[src/svwm_pkg.sv]
`default_nettype none

package svwm_pkg;

    // Field widths fixed by the interface
    localparam int ADC_W      = 12;
    localparam int VOLT_W     = 9;
    localparam int HYST_W     = 6;
    localparam int CNT_W      = 8;
    localparam int CFG_DATA_W = 9;
    localparam int CFG_IDX_W  = 2;

    // Conversion to tenths of a volt: (((s * 33 * 110) >> SAMPLE_BITS) + 5) / 10
    localparam int                SCALED_W    = 12;
    localparam logic [11:0]       SCALE_MUL   = 12'd3630;
    localparam logic [3:0]        ROUND_OFS   = 4'd5;
    // Divide by ten as a reciprocal multiply, exact for inputs below 2^14
    localparam logic [15:0]       DIV10_MUL   = 16'd52429;
    localparam int                DIV10_SHIFT = 19;
    localparam int                QUOT_W      = SCALED_W + 16;

    localparam logic [CNT_W-1:0]  CNT_MAX     = {CNT_W{1'b1}};

    // Reset values of the configuration registers
    localparam logic [VOLT_W-1:0] LOW_TH_RST  = 9'd90;
    localparam logic [VOLT_W-1:0] HIGH_TH_RST = 9'd160;
    localparam logic [HYST_W-1:0] HYST_RST    = 6'd5;
    localparam logic [CNT_W-1:0]  DEBOUNCE_RST = 8'd3;

    typedef enum logic [CFG_IDX_W-1:0] {
        REG_LOW_THRESHOLD  = 2'd0,
        REG_HIGH_THRESHOLD = 2'd1,
        REG_HYSTERESIS     = 2'd2,
        REG_DEBOUNCE_LIMIT = 2'd3
    } cfg_index_t;

    typedef enum logic [1:0] {
        ST_UNINIT = 2'd0,
        ST_NORMAL = 2'd1,
        ST_OVER   = 2'd2,
        ST_LOW    = 2'd3
    } supply_state_t;

    typedef enum logic [1:0] {
        ACT_NONE    = 2'd0,
        ACT_ENABLE  = 2'd1,
        ACT_DISABLE = 2'd2
    } comm_action_t;

    typedef struct packed {
        logic [VOLT_W-1:0] low_threshold;
        logic [VOLT_W-1:0] high_threshold;
        logic [HYST_W-1:0] hysteresis;
        logic [CNT_W-1:0]  debounce_limit;
    } cfg_t;

    typedef struct packed {
        logic [VOLT_W-1:0] voltage;
        supply_state_t     supply_state;
        logic              state_changed;
        comm_action_t      comm_action;
        logic              under_voltage_fault;
        logic              over_voltage_fault;
        logic              start_confirm_delay;
        logic              stop_confirm_delay;
    } result_t;

    function automatic logic [CNT_W-1:0] sat_inc(input logic [CNT_W-1:0] cnt);
        return (cnt == CNT_MAX) ? CNT_MAX : cnt + 1'b1;
    endfunction

endpackage

`default_nettype wire

[src/svwm_cfg.sv]
`default_nettype none

module svwm_cfg
    import svwm_pkg::*;
(
    input  wire logic                  clk,
    input  wire logic                  rst_n,
    input  wire logic                  cfg_write,
    input  wire logic [CFG_IDX_W-1:0]  cfg_index,
    input  wire logic [CFG_DATA_W-1:0] cfg_data,
    output cfg_t                       cfg
);

    cfg_t cfg_reg;

    always_ff @(posedge clk or negedge rst_n)
    begin
        if (!rst_n)
        begin
            cfg_reg.low_threshold  <= LOW_TH_RST;
            cfg_reg.high_threshold <= HIGH_TH_RST;
            cfg_reg.hysteresis     <= HYST_RST;
            cfg_reg.debounce_limit <= DEBOUNCE_RST;
        end
        else if (cfg_write)
        begin
            // keep only the register's own width
            case (cfg_index_t'(cfg_index))
                REG_LOW_THRESHOLD:  cfg_reg.low_threshold  <= cfg_data[VOLT_W-1:0];
                REG_HIGH_THRESHOLD: cfg_reg.high_threshold <= cfg_data[VOLT_W-1:0];
                REG_HYSTERESIS:     cfg_reg.hysteresis     <= cfg_data[HYST_W-1:0];
                REG_DEBOUNCE_LIMIT: cfg_reg.debounce_limit <= cfg_data[CNT_W-1:0];
                default:            cfg_reg <= cfg_reg;
            endcase
        end
    end

    assign cfg = cfg_reg;

endmodule

`default_nettype wire

[src/svwm_scale.sv]
`default_nettype none

module svwm_scale
    import svwm_pkg::*;
#(
    parameter int SAMPLE_BITS = 12
)
(
    input  wire logic [ADC_W-1:0]    sample,
    output logic      [SCALED_W-1:0] scaled
);

    localparam int USE_W  = (SAMPLE_BITS < ADC_W) ? SAMPLE_BITS : ADC_W;
    localparam int PROD_W = USE_W + 12;

    logic [PROD_W-1:0] prod;
    logic [PROD_W-1:0] shifted;

    // s * 3630 / 2^SAMPLE_BITS, then add the rounding offset ahead of the divide by ten
    always_comb
    begin
        prod    = PROD_W'(sample[USE_W-1:0]) * PROD_W'(SCALE_MUL);
        shifted = prod >> SAMPLE_BITS;
        scaled  = shifted[SCALED_W-1:0] + SCALED_W'(ROUND_OFS);
    end

endmodule

`default_nettype wire

[src/svwm_supervisor.sv]
`default_nettype none

module svwm_supervisor
    import svwm_pkg::*;
(
    input  wire logic                clk,
    input  wire logic                rst_n,
    input  wire logic                update,
    input  wire logic [SCALED_W-1:0] scaled,
    input  cfg_t                     cfg,
    output result_t                  result
);

    supply_state_t    state_reg, state_next;
    logic [CNT_W-1:0] low_count_reg, low_count_next;
    logic [CNT_W-1:0] over_count_reg, over_count_next;
    logic [CNT_W-1:0] normal_count_reg, normal_count_next;
    logic             low_fault_reg, low_fault_next;
    logic             high_fault_reg, high_fault_next;

    logic [QUOT_W-1:0] quot;
    logic [VOLT_W-1:0] voltage;
    logic              below_low;
    logic              above_high;
    logic [VOLT_W-1:0] over_exit_lvl;
    logic [VOLT_W:0]   under_exit_lvl;
    logic              recover;
    logic              changed;
    comm_action_t      action;
    logic              start_delay;
    logic              stop_delay;

    always_comb
    begin
        quot    = QUOT_W'(scaled) * QUOT_W'(DIV10_MUL);
        voltage = VOLT_W'(quot >> DIV10_SHIFT);

        below_low      = voltage < cfg.low_threshold;
        above_high     = voltage > cfg.high_threshold;
        // recovery level in over-voltage saturates at zero
        over_exit_lvl  = (cfg.high_threshold > VOLT_W'(cfg.hysteresis))
                       ? cfg.high_threshold - VOLT_W'(cfg.hysteresis) : '0;
        under_exit_lvl = {1'b0, cfg.low_threshold} + (VOLT_W + 1)'(cfg.hysteresis);
        recover        = (state_reg == ST_OVER) ? (voltage < over_exit_lvl)
                       : ({1'b0, voltage} > under_exit_lvl);

        state_next        = state_reg;
        low_count_next    = low_count_reg;
        over_count_next   = over_count_reg;
        normal_count_next = normal_count_reg;
        low_fault_next    = low_fault_reg;
        high_fault_next   = high_fault_reg;

        case (state_reg)
            ST_UNINIT, ST_NORMAL:
            begin
                if (below_low)
                begin
                    if (low_count_reg > cfg.debounce_limit)
                    begin
                        state_next     = ST_LOW;
                        low_count_next = '0;
                    end
                    else
                    begin
                        low_count_next    = sat_inc(low_count_reg);
                        over_count_next   = '0;
                        normal_count_next = '0;
                    end
                end
                else if (above_high)
                begin
                    if (over_count_reg > cfg.debounce_limit)
                    begin
                        state_next      = ST_OVER;
                        over_count_next = '0;
                    end
                    else
                    begin
                        over_count_next   = sat_inc(over_count_reg);
                        low_count_next    = '0;
                        normal_count_next = '0;
                    end
                end
                else if (state_reg == ST_UNINIT)
                begin
                    if (normal_count_reg > cfg.debounce_limit)
                    begin
                        state_next        = ST_NORMAL;
                        normal_count_next = '0;
                    end
                    else
                    begin
                        normal_count_next = sat_inc(normal_count_reg);
                        low_count_next    = '0;
                        over_count_next   = '0;
                    end
                end
                else
                begin
                    low_count_next    = '0;
                    over_count_next   = '0;
                    normal_count_next = '0;
                end
            end
            ST_OVER, ST_LOW:
            begin
                if (recover)
                begin
                    if (normal_count_reg > cfg.debounce_limit)
                    begin
                        state_next        = ST_NORMAL;
                        normal_count_next = '0;
                    end
                    else
                    begin
                        normal_count_next = sat_inc(normal_count_reg);
                        low_count_next    = '0;
                        over_count_next   = '0;
                    end
                end
                else
                begin
                    low_count_next    = '0;
                    over_count_next   = '0;
                    normal_count_next = '0;
                end
            end
            default:
            begin
                state_next = state_reg;
            end
        endcase

        changed     = state_next != state_reg;
        action      = ACT_NONE;
        start_delay = 1'b0;
        stop_delay  = 1'b0;
        if (changed)
        begin
            case (state_next)
                ST_NORMAL:
                begin
                    action          = ACT_ENABLE;
                    start_delay     = 1'b1;
                    low_fault_next  = 1'b0;
                    high_fault_next = 1'b0;
                end
                ST_LOW:
                begin
                    action          = ACT_DISABLE;
                    stop_delay      = 1'b1;
                    low_fault_next  = 1'b1;
                    high_fault_next = 1'b0;
                end
                default:
                begin
                    action          = ACT_DISABLE;
                    stop_delay      = 1'b1;
                    low_fault_next  = 1'b0;
                    high_fault_next = 1'b1;
                end
            endcase
        end

        result.voltage             = voltage;
        result.supply_state        = state_next;
        result.state_changed       = changed;
        result.comm_action         = action;
        result.under_voltage_fault = low_fault_next;
        result.over_voltage_fault  = high_fault_next;
        result.start_confirm_delay = start_delay;
        result.stop_confirm_delay  = stop_delay;
    end

    always_ff @(posedge clk or negedge rst_n)
    begin
        if (!rst_n)
        begin
            state_reg        <= ST_UNINIT;
            low_count_reg    <= '0;
            over_count_reg   <= '0;
            normal_count_reg <= '0;
            low_fault_reg    <= 1'b0;
            high_fault_reg   <= 1'b0;
        end
        else if (update)
        begin
            state_reg        <= state_next;
            low_count_reg    <= low_count_next;
            over_count_reg   <= over_count_next;
            normal_count_reg <= normal_count_next;
            low_fault_reg    <= low_fault_next;
            high_fault_reg   <= high_fault_next;
        end
    end

    // once out of uninit the supervisor never goes back
    a_no_return_uninit: assert property (@(posedge clk) disable iff (!rst_n)
        state_reg != ST_UNINIT |=> state_reg != ST_UNINIT)
        else $error("supervisor returned to uninit");

    a_faults_exclusive: assert property (@(posedge clk) disable iff (!rst_n)
        !(low_fault_reg && high_fault_reg))
        else $error("both fault flags set");

    // faults follow the state: normal clears both, low sets only under, over only over
    a_fault_matches_state: assert property (@(posedge clk) disable iff (!rst_n)
        update && changed |=> (state_reg == ST_LOW) == low_fault_reg
                              && (state_reg == ST_OVER) == high_fault_reg)
        else $error("fault flags disagree with new state");

endmodule

`default_nettype wire

[src/supply_voltage_window_monitor.sv]
`default_nettype none

// Channel   | Direction | Handshake           | Payload
// ----------+-----------+---------------------+-------------------------------------------
// input     | in        | in_valid / in_stall | adc_sample
// result    | out       | out_valid/out_stall | voltage, supply_state, state_changed,
//           |           |                     | comm_action, under/over_voltage_fault,
//           |           |                     | start/stop_confirm_delay
// config    | in        | cfg_write           | cfg_index, cfg_data
//
// One request is taken per cycle while in_stall is low; each yields one result.
// Three register stages: sample, scaled product, result. The supervisor state advances
// as a request moves from the scaled stage into the result register.
// Reset (rst_n low, asynchronous) empties the pipe, puts the supervisor in uninit with
// counts and faults clear, and loads the default thresholds.
// A stalled result holds; upstream stages keep filling until every stage is occupied,
// then in_stall rises.

module supply_voltage_window_monitor
    import svwm_pkg::*;
#(
    parameter int SAMPLE_BITS = 12
)
(
    input  wire logic                  clk,
    input  wire logic                  rst_n,

    input  wire logic                  in_valid,
    output logic                       in_stall,
    input  wire logic [ADC_W-1:0]      adc_sample,

    output logic                       out_valid,
    input  wire logic                  out_stall,
    output logic      [VOLT_W-1:0]     voltage,
    output logic      [1:0]            supply_state,
    output logic                       state_changed,
    output logic      [1:0]            comm_action,
    output logic                       under_voltage_fault,
    output logic                       over_voltage_fault,
    output logic                       start_confirm_delay,
    output logic                       stop_confirm_delay,

    input  wire logic                  cfg_write,
    input  wire logic [CFG_IDX_W-1:0]  cfg_index,
    input  wire logic [CFG_DATA_W-1:0] cfg_data
);

    cfg_t                cfg;
    logic                smp_valid_reg;
    logic [ADC_W-1:0]    smp_reg;
    logic                scl_valid_reg;
    logic [SCALED_W-1:0] scl_reg;
    logic [SCALED_W-1:0] scaled_next;
    logic                out_valid_reg;
    result_t             result_reg;
    result_t             result_next;

    logic out_load;
    logic scl_load;
    logic smp_load;

    // each stage loads when it is empty or its contents move on
    assign out_load = !out_valid_reg || !out_stall;
    assign scl_load = !scl_valid_reg || out_load;
    assign smp_load = !smp_valid_reg || scl_load;
    assign in_stall = !smp_load;

    svwm_cfg u_cfg (
        .clk       (clk),
        .rst_n     (rst_n),
        .cfg_write (cfg_write),
        .cfg_index (cfg_index),
        .cfg_data  (cfg_data),
        .cfg       (cfg)
    );

    svwm_scale #(
        .SAMPLE_BITS (SAMPLE_BITS)
    ) u_scale (
        .sample (smp_reg),
        .scaled (scaled_next)
    );

    // advance the supervisor only when a request actually enters the result register
    svwm_supervisor u_supervisor (
        .clk    (clk),
        .rst_n  (rst_n),
        .update (scl_valid_reg && out_load),
        .scaled (scl_reg),
        .cfg    (cfg),
        .result (result_next)
    );

    always_ff @(posedge clk or negedge rst_n)
    begin
        if (!rst_n)
        begin
            smp_valid_reg <= 1'b0;
            scl_valid_reg <= 1'b0;
            out_valid_reg <= 1'b0;
        end
        else
        begin
            if (smp_load)
            begin
                smp_valid_reg <= in_valid;
            end
            if (scl_load)
            begin
                scl_valid_reg <= smp_valid_reg;
            end
            if (out_load)
            begin
                out_valid_reg <= scl_valid_reg;
            end
        end
    end

    // payload stages, no reset needed
    always_ff @(posedge clk)
    begin
        if (smp_load)
        begin
            smp_reg <= adc_sample;
        end
        if (scl_load)
        begin
            scl_reg <= scaled_next;
        end
        if (out_load)
        begin
            result_reg <= result_next;
        end
    end

    assign out_valid           = out_valid_reg;
    assign voltage             = result_reg.voltage;
    assign supply_state        = result_reg.supply_state;
    assign state_changed       = result_reg.state_changed;
    assign comm_action         = result_reg.comm_action;
    assign under_voltage_fault = result_reg.under_voltage_fault;
    assign over_voltage_fault  = result_reg.over_voltage_fault;
    assign start_confirm_delay = result_reg.start_confirm_delay;
    assign stop_confirm_delay  = result_reg.stop_confirm_delay;

    // a scaled request that cannot move on must not be overwritten
    a_scl_hold: assert property (@(posedge clk) disable iff (!rst_n)
        scl_valid_reg && !out_load |=> scl_valid_reg && $stable(scl_reg))
        else $error("scaled stage lost a request");

    // a stalled result holds its payload
    a_out_hold: assert property (@(posedge clk) disable iff (!rst_n)
        out_valid_reg && out_stall |=> out_valid_reg && $stable(result_reg))
        else $error("stalled result changed");

    // input stalls only with every stage occupied and the result held off
    a_in_stall_full: assert property (@(posedge clk) disable iff (!rst_n)
        in_stall |-> smp_valid_reg && scl_valid_reg && out_valid_reg && out_stall)
        else $error("input stalled with room in the pipe");

endmodule

`default_nettype wire
[config.mk]
export PLATFORM = sky130hd
export DESIGN_NAME = supply_voltage_window_monitor
export DESIGN_NICKNAME = d
export VERILOG_FILES = /design/src/svwm_pkg.sv /design/src/svwm_cfg.sv /design/src/svwm_scale.sv /design/src/svwm_supervisor.sv /design/src/supply_voltage_window_monitor.sv
export SDC_FILE = /design/constraint.sdc
export NUM_CORES = 1
export LEC_CHECK = 0
export ABC_AREA = 1
export BUFFER_PORTS_ARGS = -buffer_cell sky130_fd_sc_hd__buf_4
export CORE_UTILIZATION = 60
export DETAILED_ROUTE_END_ITERATION = 16
export GPL_TIMING_DRIVEN = 0
export PLACE_DENSITY = 0.77
export SYNTH_ARGS = -nofsm -noshare
export SYNTH_HDL_FRONTEND = slang
export SYNTH_SLANG_ARGS = --single-unit
[constraint.sdc]
create_clock -name clk -period 15 [get_ports clk]
set_input_delay 3 -clock clk [delete_from_list [all_inputs] [get_ports clk]]
set_output_delay 3 -clock clk [all_outputs]
set_load 0.02 [all_outputs]
# After elaboration in Yosys (flattened, before gate mapping)
# Cells that the tools add are included.
dict set report word_totals {
  inputBits 28
  word_cells 116
  ff_bits 105
}
dict set report classes {
  magnitude_cmp 8
  multipliers 2
  addsub 6
  reduce_logical 21
  mux 42
  eq_ne 14
}
# operator n
set op_table {}
lappend op_table {{$mux 8} 22}
lappend op_table {{$pmux 8 s2} 3}
lappend op_table {{$mul 12x16->28 const B} 1}
lappend op_table {{$add 8x1->8 const B} 3}
lappend op_table {{$eq 8x8->1 const B} 3}
lappend op_table {{$gt 8x8->1} 3}
lappend op_table {{$mul 12x11->23 const B} 1}
lappend op_table {{$lt 9x9->1} 2}
lappend op_table {{$mux 2} 8}
lappend op_table {{$add 12x3->12 const B} 1}
lappend op_table {{$reduce_and 2->1} 6}
lappend op_table {{$add 9x6->10} 1}
lappend op_table {{$eq 2x2->1 const B} 5}
lappend op_table {{$gt 9x10->1} 1}
lappend op_table {{$gt 9x6->1} 1}
lappend op_table {{$gt 9x9->1} 1}
lappend op_table {{$mux 9} 1}
lappend op_table {{$sub 9x6->9} 1}
lappend op_table {{$mux 1} 7}
lappend op_table {{$eq 2x1->1 const B} 3}
lappend op_table {{$reduce_or 2->1} 3}
lappend op_table {{$logic_not 1->1} 5}
lappend op_table {{$logic_not 2->1} 2}
lappend op_table {{$ne 4x3->1 const B} 1}
lappend op_table {{6 further kinds} 8}

# Logic depth before layout (Yosys ltp)
# Gate-level depths: netlist (run 1).
dict set report logic_depth {
  ltp_word 10
  ltp_mapped 46
  ltp_nobuf 46
}

# Hierarchy
# From an unflattened synthesis (run 1), not the netlist that was laid out.
dict set report hier_totals {
  cells_unflattened 1779
  area_unflattened_um2 13763.2
}
# module cells_per_inst area_per_inst_um2 instances
set by_module_without_submodules {}
lappend by_module_without_submodules {svwm_supervisor 1043 7297.0 1}
lappend by_module_without_submodules {svwm_scale 536 3731.1 1}
lappend by_module_without_submodules {supply_voltage_window_monitor 57 1397.6 1}
lappend by_module_without_submodules {svwm_cfg 143 1337.5 1}

# Worst setup path after synthesis (run 1)
# No wires, ideal clock.
dict set report synth_timing {
  path_kind {input port to output port}
  startpoint {input out_stall}
  endpoint {output in_stall}
  t_required_ps 12000
  slack_ps 7910
  t_arrival_ps 4090
  cell_stages 4
  path_cell_list {nand2_1 > nor2_1 > inv_1 > nor2_1}
}
dict set report synth_between {
  elab_chain_len 5
}
# item line
set synth_rtl {}
lappend synth_rtl {{start: declaration} supply_voltage_window_monitor.sv:33} ;# input wire logic out_stall,
lappend synth_rtl {{$logic_not 1->1} supply_voltage_window_monitor.sv:63} ;# assign out_load = !out_valid_reg || !out_stall;
lappend synth_rtl {{$logic_or 1x1->1} supply_voltage_window_monitor.sv:63}
lappend synth_rtl {{$logic_or 1x1->1} supply_voltage_window_monitor.sv:64} ;# assign scl_load = !scl_valid_reg || out_load;
lappend synth_rtl {{via scl_load} supply_voltage_window_monitor.sv:59} ;# logic scl_load;
lappend synth_rtl {{$logic_or 1x1->1} supply_voltage_window_monitor.sv:65} ;# assign smp_load = !smp_valid_reg || scl_load;
lappend synth_rtl {{$logic_not 1->1} supply_voltage_window_monitor.sv:66} ;# assign in_stall = !smp_load;
lappend synth_rtl {{end: declaration} supply_voltage_window_monitor.sv:29} ;# output logic in_stall,
# The timed path passes the listed nets, and every way through them passes these cells.

==> results.tsv, run 1 <==
stage	metric	value	unit
grt	vias in the first global route	9483	
routing	vias per cell	5.41	
placed_design	IO buf count	47	
routing	routed wire length	25400	um
die	core area	0.0197	mm2
synth	syn_nets	1798	
min_path	Hold Path Cell Cnt	2	
min_path	Worst Hold Class	reg -> reg	
synth	register area share after synthesis	22.9	%
routing	First-pass DRT Iterations	6	
critical_path	Worst path max stage delay	600	ps
synth	Synth warnings	0	
clock_network	CTS max path bufs	2	
critical_path	worst r2r src	scl_reg[6]	
clock_network	# H-tree levels	3	
placed_design	routability cong.	0.888	
grt	initial antenna violation count	0	
critical_path	Critical Path Sink Type	register	
critical_path	CP Data Arrival Time	8190	ps
grt	grt total ovfl	0	
sta	Clock Skews	14.3	ps
clock_network	clock sink count	103	
routing	total number of vias	9616	
sta	setup TNS	0	ps
grt	global-route wire length before repair	43300	um
run_status	outcome	completed	
routing	DRC Markers	0	
clock_network	clock slew at reported path FFs	70	ps
die	Die Span Y	144	um
critical_path	slowest CP cell	xor2_1	
routing	post-DR wirelength/cell	14.3	um
grt	GR Util All Layers	26.5	%
sta	Final period util	52.7	%
synth	Yosys reg bits	103	
clock_network	Clock Latency Late Sink	360	ps
clock_network	Clock Root Buffer	clkbuf_16	
die	die area	0.0209	mm2
critical_path	Critical Setup Path Class	reg -> reg	
layout	area delta synth->final	8.28	%
layout	Largest register FFs	32	
layout	most frequent cells in the layout	inv_1 (307), nand2_1 (245), ha_1 (235)	
die	standard-cell row count	51	
critical_path	Critical Path Source Type	register	
critical_path	Worst Path Max Fanout	10	
synth	Post-Syn Area	0.0122	mm2
clock_network	post-cts sizing count	0	
routing	initial drt markers	471	
synth	Syn Inst Count	1451	
sta	# setup viols final	0	
sta	Tmin final	7900	ps
sta	fmax	127	MHz
sta	Final Hold Fails	0	
critical_path	Setup crit start	scl_reg[6]	
critical_path	R2R cell count	38	
sta	Slew headroom	36.5	%
layout	ant diodes	0	
synth	Synth cell types	51	
die	Die Wd	144	um
layout	share of layout cells above drive strength 1	6.74	%
layout	fin nets	1856	
synth	main flop type after synthesis	dfrtp_1	
sta	unrepaired setup endpoints after global routing	no	
synth	EDFF count, synth	40	
clock_network	TritonCTS Buffers	9	
critical_path	CP required	15290	ps
clock_network	CTS tree	built	
die	starting density of the core	61.9	%
synth	Avg Inst Size Synth	8.39	um2
clock_network	hold bufs inserted after CTS	0	
critical_path	most used cell, CP	nand2_1	
routing	DRT antenna net count	0	
clock_network	post-CTS setup buffer count	0	
run	max cap viols	0	
synth	asr flop ratio synth	61.2	%
sta	max-slew violations	0	
die	# IOs	48	
placed_design	hpwl dp	20700	um
sta	Slew @ Worst Pin	950	ps
min_path	hold path startpoint	smp_valid_reg	
layout	most common cell after layout, fill and taps aside	inv_1	
grt	largest net degree at the start of global routing	64	
## final timing paths
| check | endpoint | slack (ps) |
|---|---|---|
| min in group asynchronous | u_cfg.cfg[22] | 2720 |
| min | scl_valid_reg | 450 |
| min reg2reg | scl_valid_reg | 450 |
| max | u_supervisor.normal_count_reg[7] | 7100 |
| max reg2reg | u_supervisor.normal_count_reg[7] | 7100 |
| max in group asynchronous | u_supervisor.normal_count_reg[3] | 11740 |
## Yosys cell counts (3+ instances only)
master | instances | share of area (%)
nor2_2 | 3 | 0.15
nand3b_1 | 3 | 0.19
dfrtp_1 | 53 | 11
o21ai_1 | 10 | 0.41
o21ai_0 | 93 | 3.8
fa_1 | 84 | 14
nand3_1 | 52 | 2.1
dfstp_2 | 10 | 2.2
o211ai_1 | 5 | 0.31
edfxtp_1 | 40 | 9.9
o21bai_1 | 6 | 0.37
a31oi_1 | 5 | 0.26
inv_2 | 4 | 0.12
ha_1 | 235 | 24
nand2_1 | 245 | 7.6
clkbuf_1 | 6 | 0.19
inv_1 | 307 | 9.5
a21oi_1 | 75 | 3.1
nand4_1 | 21 | 1.1
a21o_1 | 5 | 0.31
xnor2_1 | 10 | 0.72
o22ai_1 | 8 | 0.41
buf_6 | 3 | 0.28
nor2_1 | 79 | 2.4
a211oi_1 | 3 | 0.19
xor2_1 | 38 | 2.7
nor3_1 | 10 | 0.41
nand2_2 | 4 | 0.21
a32oi_1 | 3 | 0.22
## stage by stage
| stage | cells | setup slack (ps) | instance area, um2 | hold slack, ps | utilization [%] |
|---|---|---|---|---|---|
| final | 1779 | 7100 | 13200 | 454 | 67.0 |
| after global routing | 1779 | 6540 | 13200 | 488 | 67.0 |
| after CTS | 1779 | 7170 | 13200 | 452 | 67.0 |
| after detailed placement | 1763 | 7180 | 12900 | 437 | 65.4 |
| after global placement | 1763 | 7190 | 12900 | 436 | 65.4 |
| after floorplan | 1451 | 7910 | 12200 | 423 | - |
## area by class of cell
class                      instances  area (um2)
clock buffer                      10         250
sequential                       103        2790
clock inverter                     6        72.6
inverter                         313        1170
multi-input combinational       1021        8120
fill                            1636        6480
tap                              265         332
timing repair buffer              47         353
buffer                            14        85.1
## logic make-up after synthesis
| logic type | Yosys count | synth area share [%] |
|---|---|---|
| simple gates | 431 | 15.2 |
| buf+inv | 327 | 10.4 |
| fa+ha+maj | 319 | 38.0 |
| compound gates | 223 | 10.1 |
| flops | 103 | 22.9 |
| xor+xnor | 48 | 3.46 |
## critical path: cells and delay by family (launching register included)
kind / cells / cell delay, ps
AND/OR/NAND/NOR: 15 / 1590
adder cells (fa/ha/maj): 7 / 3130
flip-flops: 1 / 500
AO/OA/AOI/OAI: 8 / 1240
XOR/XNOR: 1 / 600
buffers and inverters: 7 / 780
## metal layers
layer | up-vias | global-route usage, % | wire length [um]
met5 | - | 0 | 0
met4 | 0 | 6.76 | 449
met3 | 43 | 3.58 | 1020
met2 | 204 | 45.8 | 12200
met1 | 4528 | 35.0 | 11700
li1 | 4841 | - | -
Power of run 1 is left out: the tool's default activity adds up to more than one toggle a clock period on the data nets, which glitch-free logic cannot reach.
==> run 2, diff against run 1 <==
ABC_AREA = 0   (was 1)
clock period = 8 ns   (was 15 ns; I/O delays follow)
==> run 2 against run 1 <==
  * Clock skew decreased by 1.3 ps
  * Register-to-register slack got worse by 6900 ps
  * Wire length decreased by 2.0%
  * Worst hold slack improved by 26 ps
  * Count of clock-buffer cells in the layout increased by 1
  * Synthesized cell count decreased by 15%
==> results.tsv, run 2 <==
stage	metric	value	unit
synth	Synth Area in Simple Gates	11.3	%
routing	vias per cell	5.69	
synth	Synth top area share	24.4	%
grt	met2 usage	43.9	%
die	starting density of the core	61.5	%
grt	largest net degree at the start of global routing	64	
clock_network	# H-tree levels	3	
grt	grt met1 use	33.4	%
sta	Slew @ Worst Pin	821	ps
layout	Final Core Density	67.4	%
grt	GR Util All Layers	25.4	%
routing	First-pass DRT Iterations	5	
grt	initial antenna violation count	0	
routing	routed wire length	24900	um
layout	most frequent cells in the layout	ha_1 (233), inv_1 (217), fa_1 (84)	
routing	initial drt markers	382	
synth	adder-cell share of the synthesized area	38.4	%
synth	combinational family with the most area after synthesis	adder cells	
synth	asr flop ratio synth	61.2	%
synth	Synth warnings	0	
routing	total number of vias	8980	
sta	Slew headroom	45.1	%
critical_path	Worst Path Max Fanout	5	
run	max cap viols	0	
clock_network	clock sink count	103	
grt	vias in the first global route	8911	
critical_path	Critical Path Source Type	register	
sta	# setup viols final	0	
layout	fin nets	1655	
clock_network	CTS tree	built	
die	Die Span Y	144	um
synth	mux contribution to synthesized area	2.50	%
critical_path	Critical Setup Path Class	reg -> reg	
layout	most common cell after layout, fill and taps aside	ha_1	
routing	DRC Markers	0	
sta	Clock Skews	13.0	ps
synth	leading area contributor after synthesis	ha_1	
critical_path	Worst R2R Setup Slack	190	ps
clock_network	Clock Root Buffer	clkbuf_16	
grt	grt total ovfl	0	
die	# IOs	48	
min_path	Worst Hold Class	reg -> reg	
run_status	outcome	completed	
placed_design	hpwl dp	20300	um
die	core area	0.0196	mm2
synth	XOR/XNOR Fraction of Synth Area	3.17	%
grt	global-route wire length before repair	41200	um
clock_network	Clock Latency Late Sink	360	ps
critical_path	Worst path max stage delay	540	ps
sta	fmax	128	MHz
sta	unrepaired setup endpoints after global routing	yes	
sta	max-slew violations	0	
die	Die Wd	144	um
grt	gr busiest metal	met2	
layout	ant diodes	0	
synth	synth top area cells	ha_1 (24%), fa_1 (14%), dfrtp_1 (11%)	
synth	Synth cell types	79	
layout	Largest register FFs	32	
critical_path	CP required	8110	ps
synth	Syn Inst Count	1236	
synth	Avg Inst Size Synth	9.74	um2
sta	Tmin final	7810	ps
synth	most frequent cell after synthesis	ha_1	
clock_network	CTS max path bufs	2	
critical_path	CP Data Arrival Time	7920	ps
clock_network	TritonCTS Buffers	9	
clock_network	clock slew at reported path FFs	70	ps
die	standard-cell row count	51	
placed_design	routability cong.	0.901	
routing	DRT antenna net count	0	
grt	met3 usage	3.70	%
synth	Synth top cells by count	ha_1 (235), inv_1 (217), fa_1 (84)	
layout	share of layout cells above drive strength 1	12.0	%
critical_path	Critical Path Sink Type	register	
synth	main flop type after synthesis	dfrtp_1	
die	die area	0.0206	mm2
synth	register area share after synthesis	23.2	%
placed_design	IO buf count	47	
critical_path	most used cell, CP	o21a_1	
sta	Final Hold Fails	0	
routing	post-DR wirelength/cell	15.8	um
synth	Synth Area in Compound Gates	14.1	%
sta	Final period util	97.6	%
synth	syn_nets	1583	
critical_path	slowest CP cell	fa_1	
layout	area delta synth->final	9.63	%
synth	Post-Syn Area	0.0120	mm2
synth	Yosys reg bits	103	
synth	EDFF count, synth	40	
[run 2: cell types whose count changed in the layout (fill, tap and decap cells not counted), sizes merged, moves of 22 or more]
cell   before  now
nand2     250   73
nor2       84   49
mux2        0   25
xor2       38    9
inv       313  221
nand3      54   31
xnor2      10   32
o21ai     105   54
[run 2: area by class of cell]
cell class	count	area, um2
flip-flops and latches	103	2790
well taps	265	332
plain buffers	17	83.8
clock buffers	11	253
multi-input cells	899	8440
repair buffers	61	458
clock inverters	5	37.5
fillers	1532	6390
inverters	217	815
[run 2: logic make-up (layout without fill, tap and decap cells)]
| family | count (synthesis) | in the layout |
|---|---|---|
| AO/OA/AOI/OAI | 248 | 248 |
| XOR/XNOR | 42 | 42 |
| adder cells (fa/ha/maj) | 319 | 319 |
| buffers and inverters | 234 | 311 |
| flip-flops | 103 | 103 |
| multiplexers | 27 | 27 |
| AND/OR/NAND/NOR | 263 | 263 |
[run 2: repair_timing]
item	in CTS	in global routing
endpoints found under the setup margin	31	34
hold buffers	0	0
buffers inserted	2	12
resized for setup	2	15
pin swaps	1	16
[run 2: metal layers]
| layer | up-vias | share of wire (%) |
|---|---|---|
| met4 | 0 | 1.3 |
| met2 | 177 | 49 |
| met5 | - | 0 |
| met1 | 4332 | 46 |
| met3 | 30 | 3.8 |
| li1 | 4441 | - |
[run 2: through the flow]
| step | cells | TNS (ps) | cell area, um2 | worst slack, ps | hold slack, ps |
|---|---|---|---|---|---|
| 2_1_floorplan | 1236 | 0 | 12000 | 763 | 435 |
| 3_3_place_gp | 1548 | -1240 | 12700 | -108 | 445 |
| 3_5_place_dp | 1548 | -2870 | 12700 | -177 | 464 |
| 4_1_cts | 1566 | 0 | 13000 | 5.16 | 484 |
| 5_1_grt | 1578 | -724 | 13200 | -79.3 | 520 |
| 6_report | 1578 | 0 | 13200 | 190 | 479 |
[run 2: critical path: cells and delay by family (launching register included)]
kind            cells  cell delay (ps)
simple gates        7             1370
fa+ha+maj           7             2970
compound gates     12             2250
flops               1              450
xor+xnor            1               80
buf+inv             5              420
[run 2: final timing paths]
kind	startpoint	endpoint	cells past startpoint
hold reg to reg	smp_valid_reg	scl_valid_reg	1
setup / recovery	scl_reg[6]	over_voltage_fault	32
min in group asynchronous	rst_n	u_supervisor.normal_count_reg[0]	1
hold / removal	smp_valid_reg	scl_valid_reg	1
setup reg to reg	scl_reg[6]	over_voltage_fault	32
max in group asynchronous	rst_n	u_supervisor.normal_count_reg[3]	1
Power of run 2 is left out for the same reason.
==> run 3, diff against run 2 <==
CTS_BUF_LIST = sky130_fd_sc_hd__clkbuf_4   (was unset)
==> run 3 against run 2 <==
  * Count of clock-buffer cells in the layout fell by 2
  * Non-clock buffer count rose by 2
  * Sequential share of layout area rose by 0.26 points
  * Sequential cell count did not move
  * Clock skew rose by 18 ps
  * Register-to-register slack improved by 40 ps
  * Global-route usage fell by 0.22 points
  * Highest routed layer unchanged
==> results.tsv, run 3 (synthesis gave the netlist of run 2 again) <==
stage	metric	value	unit
placed_design	routability cong.	0.901	
clock_network	clock slew at reported path FFs	160	ps
critical_path	CP Data Arrival Time	8160	ps
die	standard-cell row count	51	
clock_network	clock sink count	103	
grt	grt total ovfl	0	
sta	Final Hold Fails	0	
die	Die Wd	144	um
critical_path	Worst path max stage delay	540	ps
clock_network	Clock Latency Late Sink	490	ps
sta	Slew @ Worst Pin	835	ps
layout	area delta synth->final	8.31	%
critical_path	Worst R2R Setup Slack	230	ps
sta	Tmin final	7770	ps
clock_network	TritonCTS Buffers	9	
grt	initial antenna violation count	1	
routing	post-DR wirelength/cell	15.8	um
grt	largest net degree at the start of global routing	64	
critical_path	Setup crit start	scl_reg[6]	
critical_path	slowest CP cell	fa_1	
routing	First-pass DRT Iterations	5	
layout	most frequent cells in the layout	ha_1 (233), inv_1 (217), fa_1 (84)	
routing	vias per cell	5.67	
grt	global-route wire length before repair	40900	um
layout	Largest register FFs	32	
clock_network	# H-tree levels	3	
layout	most common cell after layout, fill and taps aside	ha_1	
clock_network	hold bufs inserted after CTS	0	
routing	total number of vias	8971	
critical_path	most used cell, CP	o21a_1	
critical_path	Critical Path Sink Type	register	
placed_design	IO buf count	47	
grt	vias in the first global route	8869	
sta	# setup viols final	0	
critical_path	WP buf/inv	4	
sta	Slew headroom	44.2	%
min_path	Worst Hold Class	reg -> reg	
sta	setup TNS	0	ps
critical_path	cell family with most CP delay	adder cells	
sta	Final period util	97.1	%
routing	initial drt markers	417	
layout	share of layout cells above drive strength 1	12.0	%
grt	GR Util All Layers	25.1	%
die	# IOs	48	
routing	routed wire length	24900	um
critical_path	worst r2r src	scl_reg[6]	
run_status	outcome	completed	
clock_network	CTS max path bufs	2	
sta	Clock Skews	31.1	ps
critical_path	Critical Path Source Type	register	
critical_path	Stages on worst setup path	30	
routing	DRT antenna net count	0	
min_path	hold path startpoint	smp_valid_reg	
layout	fin nets	1657	
clock_network	CTS tree	built	
die	starting density of the core	61.5	%
run	max cap viols	0	
placed_design	hpwl dp	20300	um
die	Die Span Y	144	um
die	core area	0.0196	mm2
die	die area	0.0206	mm2
clock_network	Clock Root Buffer	clkbuf_4	
routing	DRC Markers	0	
critical_path	R2R cell count	30	
sta	max-slew violations	0	
critical_path	r2r endpoint	u_supervisor.high_fault_reg	
critical_path	CP required	8390	ps
critical_path	Worst Path Max Fanout	5	
critical_path	CP endpoint	u_supervisor.high_fault_reg	
sta	fmax	129	MHz
critical_path	Critical Setup Path Class	reg -> reg	
==> run 3: how the worst min path moves through the flow <==
stage / slack [ps] / endpoint / depth (start not counted)
6_report: 500 / scl_valid_reg / 1
3_5_place_dp: 460 / scl_valid_reg / 1
4_1_cts: 510 / scl_valid_reg / 1
3_3_place_gp: 450 / scl_valid_reg / 1
5_1_grt: 540 / scl_valid_reg / 1
2_1_floorplan: 430 / scl_valid_reg / 1
==> run 3: final cells by class <==
cell class / count / area, um2
sequential: 103 / 2790
timing repair buffer: 63 / 473
tap: 265 / 332
buffer: 17 / 83.8
multi-input combinational: 899 / 8440
inverter: 217 / 815
fill: 1564 / 6550
clock buffer: 9 / 67.6
clock inverter: 7 / 45.0
antenna: 1 / 2.50
==> run 3: per-layer routing <==
| metal | up-vias | routed length, um | GRT usage, % |
|---|---|---|---|
| li1 | 4446 | - | - |
| met1 | 4336 | 11500 | 33.3 |
| met2 | 158 | 12100 | 43.2 |
| met3 | 31 | 899 | 3.60 |
| met4 | 0 | 371 | 6.27 |
| met5 | - | 0 | 0 |
==> run 3: what timing repair did <==
action	in CTS	in global routing
endpoints found under the hold margin	0	0
setup buffers	2	14
gates resized for setup	3	13
endpoints found under the setup margin	31	34
pin swaps	1	15
==> run 3: per-stage QoR <==
step | area [um2] | hold slack, ps | worst slack, ps | cells | util (%)
global route | 13000 | 542 | -19.4 | 1581 | 66.6
global placement | 12700 | 445 | -108 | 1548 | 65.0
detailed placement | 12700 | 464 | -177 | 1548 | 65.0
floorplan | 12000 | 435 | 763 | 1236 | -
finish | 13000 | 499 | 233 | 1581 | 66.6
CTS | 12900 | 506 | 18.8 | 1566 | 65.7
Power of run 3 is left out for the same reason.
